File: src/rtl/dls_pkg.sv
`timescale 1ns / 1ps
// ----------------------------------------------------------------------------
// Door lock sequencer package
// Beat types, configuration register indexes, lamp bit positions and
// configuration reset values shared by the door lock sequencer.
// ----------------------------------------------------------------------------
package dls_pkg;

    // Input beat: active-low button levels and the timer tick flag
    typedef struct packed {
        logic unlock_button;
        logic handle_btn;
        logic tick;
    } in_t;

    // Result beat: lamp levels and door status after one pass
    typedef struct packed {
        logic vehicle_lamp;
        logic hazard_lamp;
        logic ambient_lamp;
        logic locked_status;
        logic open_status;
    } out_t;

    // Configuration register indexes
    typedef enum logic [2:0] {
        CFG_UNLOCK_FLASH  = 3'd0,
        CFG_UNLOCK_SETTLE = 3'd1,
        CFG_AUTO_RELOCK   = 3'd2,
        CFG_CLOSE_DELAY   = 3'd3,
        CFG_LOCK_BLINK    = 3'd4,
        CFG_TOGGLE_COUNT  = 3'd5
    } cfg_idx_t;

    localparam int unsigned CFG_IDX_W  = 3;
    localparam int unsigned CFG_DATA_W = 16;
    localparam int unsigned COUNT_W    = 4;

    // Lamp bit positions within the lamp level vector
    localparam int unsigned LAMP_VEHICLE = 0;
    localparam int unsigned LAMP_HAZARD  = 1;
    localparam int unsigned LAMP_AMBIENT = 2;

    // Configuration reset values
    localparam logic [CFG_DATA_W-1:0] RST_UNLOCK_FLASH  = 16'd500;
    localparam logic [CFG_DATA_W-1:0] RST_UNLOCK_SETTLE = 16'd1500;
    localparam logic [CFG_DATA_W-1:0] RST_AUTO_RELOCK   = 16'd10000;
    localparam logic [CFG_DATA_W-1:0] RST_CLOSE_DELAY   = 16'd1000;
    localparam logic [CFG_DATA_W-1:0] RST_LOCK_BLINK    = 16'd500;
    localparam logic [COUNT_W-1:0]    RST_TOGGLE_COUNT  = 4'd3;

endpackage

File: src/rtl/door_lock_sequencer.sv
`timescale 1ns / 1ps
// ----------------------------------------------------------------------------
// Door lock sequencer
// Door lock and anti-theft relock controller: one polling pass per beat.
// ----------------------------------------------------------------------------
// The block takes one input beat per clock while s_ready is high and returns
// one result beat for each, in the cycle after acceptance, in order. The whole
// pass (tick applied to the one-shot timer, locked branch, then unlocked
// branch) is combinational flag logic and a single TIMER_WIDTH down counter,
// and the state and result register load together on acceptance. s_ready is
// high whenever the result register is empty or being taken in the same cycle,
// so with m_ready held high a new beat enters every cycle. Configuration
// writes are taken at any time through cfg_valid/cfg_ready and act from the
// next beat on; the tick values are cut or zero-extended to TIMER_WIDTH bits.
module door_lock_sequencer #(
    parameter int unsigned TIMER_WIDTH = 16
) (
    input  logic                             aclk,
    input  logic                             aresetn,
    // input beats
    input  logic                             s_valid,
    output logic                             s_ready,
    input  dls_pkg::in_t                     s_data,
    // result beats
    output logic                             m_valid,
    input  logic                             m_ready,
    output dls_pkg::out_t                    m_data,
    // configuration writes
    input  logic                             cfg_valid,
    output logic                             cfg_ready,
    input  logic [dls_pkg::CFG_IDX_W-1:0]    cfg_index,
    input  logic [dls_pkg::CFG_DATA_W-1:0]   cfg_data
);

    localparam int unsigned CW = dls_pkg::COUNT_W;

    // configuration registers
    logic [dls_pkg::CFG_DATA_W-1:0] flash_ticks_reg;
    logic [dls_pkg::CFG_DATA_W-1:0] settle_ticks_reg;
    logic [dls_pkg::CFG_DATA_W-1:0] relock_ticks_reg;
    logic [dls_pkg::CFG_DATA_W-1:0] close_ticks_reg;
    logic [dls_pkg::CFG_DATA_W-1:0] blink_ticks_reg;
    logic [CW-1:0]                  toggle_count_reg;

    // pass state
    logic                   locked_reg,        locked_next;
    logic                   door_open_reg,     door_open_next;
    logic                   press_latch_reg,   press_latch_next;
    logic                   blink_restart_reg, blink_restart_next;
    logic                   hazard_phase_reg,  hazard_phase_next;
    logic [CW-1:0]          blink_count_reg,   blink_count_next;
    logic                   relock_en_reg,     relock_en_next;
    logic                   relocking_reg,     relocking_next;
    logic                   relock_arm_reg,    relock_arm_next;
    logic [TIMER_WIDTH-1:0] timer_rem_reg,     timer_rem_next;
    logic                   timer_exp_reg,     timer_exp_next;
    logic [2:0]             lamps_reg,         lamps_next;

    logic                   m_valid_reg;
    dls_pkg::out_t          m_data_reg;

    logic                   accept;
    logic                   unlock_pressed;
    logic                   handle_pressed;

    assign cfg_ready      = 1'b1;
    assign s_ready        = !m_valid_reg || m_ready;
    assign accept         = s_valid && s_ready;
    assign m_valid        = m_valid_reg;
    assign m_data         = m_data_reg;
    assign unlock_pressed = !s_data.unlock_button;
    assign handle_pressed = !s_data.handle_btn;

    // Take configuration writes; unknown indexes drop
    always_ff @(posedge aclk) begin
        if (!aresetn) begin
            flash_ticks_reg  <= dls_pkg::RST_UNLOCK_FLASH;
            settle_ticks_reg <= dls_pkg::RST_UNLOCK_SETTLE;
            relock_ticks_reg <= dls_pkg::RST_AUTO_RELOCK;
            close_ticks_reg  <= dls_pkg::RST_CLOSE_DELAY;
            blink_ticks_reg  <= dls_pkg::RST_LOCK_BLINK;
            toggle_count_reg <= dls_pkg::RST_TOGGLE_COUNT;
        end else if (cfg_valid && cfg_ready) begin
            case (cfg_index)
                dls_pkg::CFG_UNLOCK_FLASH:  flash_ticks_reg  <= cfg_data;
                dls_pkg::CFG_UNLOCK_SETTLE: settle_ticks_reg <= cfg_data;
                dls_pkg::CFG_AUTO_RELOCK:   relock_ticks_reg <= cfg_data;
                dls_pkg::CFG_CLOSE_DELAY:   close_ticks_reg  <= cfg_data;
                dls_pkg::CFG_LOCK_BLINK:    blink_ticks_reg  <= cfg_data;
                dls_pkg::CFG_TOGGLE_COUNT:  toggle_count_reg <= cfg_data[CW-1:0];
                default: ;
            endcase
        end
    end

    // One polling pass: tick the timer, then the locked and unlocked branches
    always_comb begin
        locked_next        = locked_reg;
        door_open_next     = door_open_reg;
        press_latch_next   = press_latch_reg;
        blink_restart_next = blink_restart_reg;
        hazard_phase_next  = hazard_phase_reg;
        blink_count_next   = blink_count_reg;
        relock_en_next     = relock_en_reg;
        relocking_next     = relocking_reg;
        relock_arm_next    = relock_arm_reg;
        timer_rem_next     = timer_rem_reg;
        timer_exp_next     = timer_exp_reg;
        lamps_next         = lamps_reg;

        // apply the tick to the one-shot timer
        if (s_data.tick && (timer_rem_next != '0)) begin
            timer_rem_next = timer_rem_next - TIMER_WIDTH'(1);
            if (timer_rem_next == '0) begin
                timer_exp_next = 1'b1;
            end
        end

        // locked: handle press starts the unlock flash and settle
        if (locked_next) begin
            if (handle_pressed && !press_latch_next) begin
                timer_rem_next    = TIMER_WIDTH'(flash_ticks_reg);
                timer_exp_next    = (TIMER_WIDTH'(flash_ticks_reg) == '0);
                lamps_next        = 3'b111;
                hazard_phase_next = 1'b1;
                press_latch_next  = 1'b1;
            end
            if (press_latch_next) begin
                if (hazard_phase_next) begin
                    if (timer_exp_next) begin
                        hazard_phase_next                = 1'b0;
                        lamps_next[dls_pkg::LAMP_HAZARD] = 1'b0;
                        timer_rem_next = TIMER_WIDTH'(settle_ticks_reg);
                        timer_exp_next = (TIMER_WIDTH'(settle_ticks_reg) == '0);
                    end
                end else if (timer_exp_next) begin
                    lamps_next[dls_pkg::LAMP_AMBIENT] = 1'b0;
                    locked_next       = 1'b0;
                    press_latch_next  = 1'b0;
                    hazard_phase_next = 1'b1;
                end
            end
        end

        // unlocked: open, close, or relock (falls through from an unlock)
        if (!locked_next) begin
            if (!door_open_next) begin
                if (relock_arm_next) begin
                    timer_rem_next  = TIMER_WIDTH'(relock_ticks_reg);
                    timer_exp_next  = (TIMER_WIDTH'(relock_ticks_reg) == '0);
                    relock_arm_next = 1'b0;
                end
                if (unlock_pressed) begin
                    door_open_next   = 1'b1;
                    lamps_next       = 3'b100;
                    relock_arm_next  = 1'b1;
                    press_latch_next = 1'b1;
                end else if (handle_pressed) begin
                    if (!press_latch_next) begin
                        lamps_next         = 3'b010;
                        hazard_phase_next  = 1'b1;
                        press_latch_next   = 1'b1;
                        relocking_next     = 1'b1;
                        blink_restart_next = 1'b1;
                    end
                end else if (relock_en_next) begin
                    press_latch_next = 1'b0;
                    if (timer_exp_next) begin
                        lamps_next         = 3'b010;
                        blink_restart_next = 1'b1;
                        relocking_next     = 1'b1;
                        hazard_phase_next  = 1'b1;
                        relock_en_next     = 1'b0;
                    end
                end
                // blink sequence, then lock
                if (relocking_next) begin
                    if (blink_count_next < toggle_count_reg) begin
                        if (blink_restart_next) begin
                            timer_rem_next = TIMER_WIDTH'(blink_ticks_reg);
                            timer_exp_next = (TIMER_WIDTH'(blink_ticks_reg) == '0);
                            blink_restart_next = 1'b0;
                        end
                        if (timer_exp_next) begin
                            blink_restart_next = 1'b1;
                            blink_count_next   = blink_count_next + CW'(1);
                            hazard_phase_next  = !hazard_phase_next;
                            lamps_next[dls_pkg::LAMP_HAZARD] = hazard_phase_next;
                        end
                    end else begin
                        blink_count_next = '0;
                        relocking_next   = 1'b0;
                        relock_en_next   = 1'b1;
                        locked_next      = 1'b1;
                        relock_arm_next  = 1'b1;
                    end
                end
            end else begin
                if (unlock_pressed) begin
                    if (!press_latch_next) begin
                        lamps_next       = 3'b100;
                        timer_rem_next   = TIMER_WIDTH'(close_ticks_reg);
                        timer_exp_next   = (TIMER_WIDTH'(close_ticks_reg) == '0);
                        press_latch_next = 1'b1;
                        if (timer_exp_next) begin
                            lamps_next[dls_pkg::LAMP_AMBIENT] = 1'b0;
                            press_latch_next = 1'b0;
                            door_open_next   = 1'b0;
                        end
                    end
                end else begin
                    press_latch_next = 1'b0;
                    if (timer_exp_next) begin
                        lamps_next[dls_pkg::LAMP_AMBIENT] = 1'b0;
                        press_latch_next = 1'b0;
                        door_open_next   = 1'b0;
                    end
                end
            end
        end
    end

    // Advance the state on each accepted beat
    always_ff @(posedge aclk) begin
        if (!aresetn) begin
            locked_reg        <= 1'b1;
            door_open_reg     <= 1'b0;
            press_latch_reg   <= 1'b0;
            blink_restart_reg <= 1'b1;
            hazard_phase_reg  <= 1'b1;
            blink_count_reg   <= '0;
            relock_en_reg     <= 1'b1;
            relocking_reg     <= 1'b0;
            relock_arm_reg    <= 1'b1;
            timer_rem_reg     <= '0;
            timer_exp_reg     <= 1'b0;
            lamps_reg         <= '0;
        end else if (accept) begin
            locked_reg        <= locked_next;
            door_open_reg     <= door_open_next;
            press_latch_reg   <= press_latch_next;
            blink_restart_reg <= blink_restart_next;
            hazard_phase_reg  <= hazard_phase_next;
            blink_count_reg   <= blink_count_next;
            relock_en_reg     <= relock_en_next;
            relocking_reg     <= relocking_next;
            relock_arm_reg    <= relock_arm_next;
            timer_rem_reg     <= timer_rem_next;
            timer_exp_reg     <= timer_exp_next;
            lamps_reg         <= lamps_next;
        end
    end

    // Hold the result beat until taken
    always_ff @(posedge aclk) begin
        if (!aresetn) begin
            m_valid_reg <= 1'b0;
        end else if (accept) begin
            m_valid_reg <= 1'b1;
        end else if (m_ready) begin
            m_valid_reg <= 1'b0;
        end
    end

    always_ff @(posedge aclk) begin
        if (accept) begin
            m_data_reg.vehicle_lamp  <= lamps_next[dls_pkg::LAMP_VEHICLE];
            m_data_reg.hazard_lamp   <= lamps_next[dls_pkg::LAMP_HAZARD];
            m_data_reg.ambient_lamp  <= lamps_next[dls_pkg::LAMP_AMBIENT];
            m_data_reg.locked_status <= locked_next;
            m_data_reg.open_status   <= door_open_next;
        end
    end

    // A waiting result beat stays put until taken
    a_result_hold: assert property (@(posedge aclk) disable iff (!aresetn)
        (m_valid && !m_ready) |=> (m_valid && $stable(m_data)))
        else $error("waiting result beat changed or dropped");

    // The relock blink sequence only runs while unlocked
    a_relock_unlocked: assert property (@(posedge aclk) disable iff (!aresetn)
        relocking_reg |-> !locked_reg)
        else $error("relock sequence active while locked");

    // An expired timer has nothing left to count
    a_timer_expired_zero: assert property (@(posedge aclk) disable iff (!aresetn)
        timer_exp_reg |-> (timer_rem_reg == '0))
        else $error("timer expired with count remaining");

    // Every accepted beat leaves a result waiting
    a_accept_result: assert property (@(posedge aclk) disable iff (!aresetn)
        accept |=> m_valid)
        else $error("accepted beat produced no result");

    // The door state moves only on an accepted beat
    a_state_hold: assert property (@(posedge aclk) disable iff (!aresetn)
        !accept |=> ($stable(locked_reg) && $stable(door_open_reg)
                     && $stable(timer_rem_reg)))
        else $error("state changed without an accepted beat");

endmodule

File: config.mk
export PLATFORM = sky130hd
export DESIGN_NAME = door_lock_sequencer
export DESIGN_NICKNAME = d
export VERILOG_FILES = /design/src/rtl/dls_pkg.sv /design/src/rtl/door_lock_sequencer.sv
export SDC_FILE = /design/constraint.sdc
export NUM_CORES = 1
export LEC_CHECK = 0
export ABC_AREA = 1
export BUFFER_PORTS_ARGS = -buffer_cell sky130_fd_sc_hd__clkbuf_2
export CAP_MARGIN = 20
export CORE_ASPECT_RATIO = 0.9
export CORE_MARGIN = 5
export CORE_UTILIZATION = 65
export DETAILED_ROUTE_END_ITERATION = 8
export GPL_ROUTABILITY_DRIVEN = 1
export PLACE_DENSITY_LB_ADDON = 0.15
export SLEW_MARGIN = 10
export SYNTH_ARGS = -nofsm -noshare
export SYNTH_HDL_FRONTEND = slang
export SYNTH_SLANG_ARGS = --single-unit
File: constraint.sdc
create_clock -name aclk -period 8.1 [get_ports aclk]
set_clock_uncertainty 0.1 [all_clocks]
set_input_delay 0.81 -clock aclk [delete_from_list [all_inputs] [get_ports aclk]]
set_output_delay 0.81 -clock aclk [all_outputs]
set_load 0.01 [all_outputs]
==> impl_metrics.tcl <==
set metrics [dict create \
    crit_arrival_ns 5.90 \
    critPathTopFamily "simple AND/OR/NAND/NOR gates" \
    path_class "primary input to register" \
    holdPathEnd "flash_ticks_reg[10]" \
    first_global_vias 6806 \
    die_x_microns 122 \
    hold_path.class "register to register" \
    synthTopCellsByCount "305 x nand2_1, 129 x inv_1, 117 x dfxtp_1, 117 x nor2_1, 117 x o21ai_0" \
    worst_pin_slew_ns 1.05 \
    synth_fa_ha_area_share_pct 1.37 \
    yosysTopAreaCell "dfxtp_1" \
    p_clk_share_pct 41.6 \
    cp-end-kind "register" \
    detail_route.wirelength_microns 22500 \
    cts_hold_buffers 0 \
    slew-limit-headroom_pct 29.6 \
    hp-start "flash_ticks_reg[10]" \
    finalHoldViolations 0 \
    grt_setup_unrepaired "false" \
    synthMuxAreaShare_pct 0.412 \
    cts_sinks 122 \
    dpl-instance-area_sq_um 7410 \
    synth_compound_area_share_pct 19.0 \
    viasPerCell 5.97 \
    drcViolationCount 0 \
    portBuffers 33 \
    synth-simple-area-share_pct 33.5 \
    clk_path_buf_depth 2 \
    synth_area_leaders "dfxtp_1 32%, nand2_1 16%, o21ai_0 8.0%" \
    regToRegEndpoint "lamps_reg[2]" \
    clk_pin_slew_worst_paths_ns 0.06 \
    place.gp.congestion 1.02 \
    grtUsageTotal_pct 33.9 \
    timing.final.crit_share_pct 69.7 \
    rows 36 \
    layout-drive-gt1-share_pct 9.03 \
    syn_area_per_cell_sq_um 6.32 \
    insertion_delay_ns 0.43 \
    min_path_cells 2 \
    die_y_microns 111 \
    vdd_drop_max_mv 0.238 \
    final_util_pct 73.5 \
    fmax_mhz 177 \
    crit_fanout 22 \
    synth_most_common_cell "nand2_1" \
    ys_seq_elements 122 \
    async_reset_ff_share_pct 0 \
    yosys_most_used_dff "dfxtp_1" \
    syn_to_final_growth_pct 9.88 \
    seqPwrFrac_pct 36.3 \
    whs_ns 0.363 \
    path_depth 19 \
    p_sw_uw 612 \
    fin_nets 1185 \
    yosysTopAreaCellShare_pct 32.1 \
    critPathMostFrequentCell "nor2_1" \
    grt_max_degree 86 \
    detail-route-antenna-nets 0 \
    initial_utilization_pct 66.9 \
    status "finished clean" \
    core_sq_um 10900 \
    cts-root-buf "clkbuf_16" \
    synth_nets 1190 \
    synthDistinctLibCells 44 \
    antenna_cells 0 \
    worst-path-buf-inv 5 \
    cp_slowest_cell "nor2_1" \
    internal_power_uw 1250 \
    crit_path_start_kind "primary input" \
    period_minus_slack_ns 5.64 \
    cp_cell_sequence "clkbuf_2 -> nor2_1 -> inv_1 -> nor2_1 -> nand4_1 -> nand2_1 -> ha_1 -> nor2_1 -> a21oi_1 -> inv_1 -> nor2_1 -> inv_1 -> a21oi_1 -> inv_1 -> a21oi_1 -> a21oi_1 -> a21oi_1 -> nor2_1 -> nor2_1" \
    slew_viol_final 0 \
    cts_max_level 4 \
    maxCapViolCount 0 \
    r2r_cells 18 \
    antenna_found_initial 0 \
    pwr-share-comb_pct 22.1 \
    post-cts-setup-buffer-count 0 \
    swShare_pct 33.0 \
    drt_pre_antenna_iters 7 \
    numCtsBuffers 17 \
    tritoncts "done" \
    dpl.hpwl_microns 15900 \
    p_per_area_nw_per_um2 232 \
    synth_xor_area_share_pct 0.480 \
    ios 35 \
    vias 7857 \
    synth_edf_count 5 \
    overflow 0 \
    wl_per_cell_microns 17.1 \
    r2r_slack_ns 2.61 \
    die_area_sq_um 13400 \
    synth_warnings 0 \
    setup_viol 0 \
    grt_pass1_wl_microns 35800 \
    required_ns 8.36 \
    tns_ns 0 \
    cts_resized 0 \
    final_cell_area_sq_um 8020 \
    drt_iter0_drc 1188 \
    p_total_uw 1860 \
    synthCells 1155 \
    yosysSeqAreaShare_pct 34.2 \
    cp_slowest_stage_delay_ns 0.78 \
    synth_top_family_by_area "simple AND/OR/NAND/NOR gates" \
    p_leak_uw 0.00380 \
    r2r-start "press_latch_reg" \
    netlist_area_sq_um 7290 \
]
## per-stage QoR
stage	setup WS, ns	std cells
floorplan	4.61	1155
global placement	2.51	1283
detailed placement	2.21	1283
CTS	2.67	1315
global route	1.94	1315
finish	2.46	1315
## power by group through the flow
| stage | Clock (uW) | Sequential (uW) | Combinational, uW |
|---|---|---|---|
| 5_1_grt | 805 | 678 | 456 |
| 6_report | 773 | 675 | 410 |
| 4_1_cts | 775 | 673 | 398 |
| 3_5_place_dp | 0 | 685 | 394 |
| 2_1_floorplan | 0 | 669 | 307 |
| 3_3_place_gp | 0 | 685 | 390 |
## logic make-up (layout without fill, tap and decap cells)
logic type,Yosys count,after routing
compound gates,253,253
xor+xnor,4,4
fa+ha+maj,8,8
buf+inv,200,208
flops,122,122
mux,3,3
other cells,1,1
simple gates,564,564
## worst max-delay path by stage
stage | start | end | slack (ns)
2_1_floorplan | timer_rem_reg[0] | timer_rem_reg[10] | 4.61
3_3_place_gp | s_data[1] | lamps_reg[2] | 2.51
3_5_place_dp | s_data[1] | lamps_reg[2] | 2.21
4_1_cts | s_data[1] | lamps_reg[2] | 2.67
5_1_grt | s_data[1] | lamps_reg[2] | 1.94
6_report | s_data[1] | lamps_reg[2] | 2.46
## cell usage in the layout (no fill, tap or decap), types with 3 or more instances in the layout
| cell | n |
|---|---|
| a21oi_2 | 9 |
| o21ai_0 | 117 |
| nand4_1 | 24 |
| clkbuf_2 | 33 |
| clkbuf_8 | 3 |
| a31oi_1 | 18 |
| clkinv_4 | 4 |
| o21ai_1 | 8 |
| buf_4 | 5 |
| o211ai_1 | 18 |
| ha_1 | 8 |
| nand2_4 | 3 |
| mux2i_1 | 3 |
| or2_0 | 3 |
| dfxtp_1 | 117 |
| nand2_2 | 7 |
| nor2_2 | 4 |
| nor4_1 | 17 |
| clkinv_1 | 4 |
| inv_1 | 129 |
| inv_2 | 5 |
| edfxtp_1 | 5 |
| nand3_1 | 74 |
| clkbuf_16 | 17 |
| nand2_1 | 305 |
| a21oi_1 | 75 |
| nor2_1 | 117 |
## worst reg2reg max path, stage by stage, from the launching register on
cell     delay, ns
dfxtp_1       0.33
nor2_1        0.69
inv_1         0.56
nor2_1        0.25
nand4_1       0.11
nand2_1       0.39
ha_1          0.25
nor2_1        0.06
a21oi_1       0.27
inv_1         0.10
nor2_1        0.78
inv_1         0.52
a21oi_1       0.30
inv_1         0.08
a21oi_1       0.18
a21oi_1       0.10
a21oi_1       0.17
nor2_1        0.06
nor2_1        0.12
## final cells by class
class / instances / area [sq um]
clock buffers: 20 / 467
clock inverters: 12 / 139
fillers: 950 / 2890
inverters: 138 / 518
multi-input cells: 833 / 4010
flip-flops and latches: 122 / 2490
well taps: 152 / 190
repair buffers: 38 / 203
## layer usage
layer | global-route usage, % | vias to the layer above | part of all wire, %
met2 | 47.8 | 515 | 41
met3 | 7.67 | 80 | 13
met4 | 13.7 | 0 | 4.2
li1 | - | 3771 | -
met5 | 0 | - | 0
met1 | 49.7 | 3491 | 43
No activity file was read; power rests on OpenSTA's default activity.
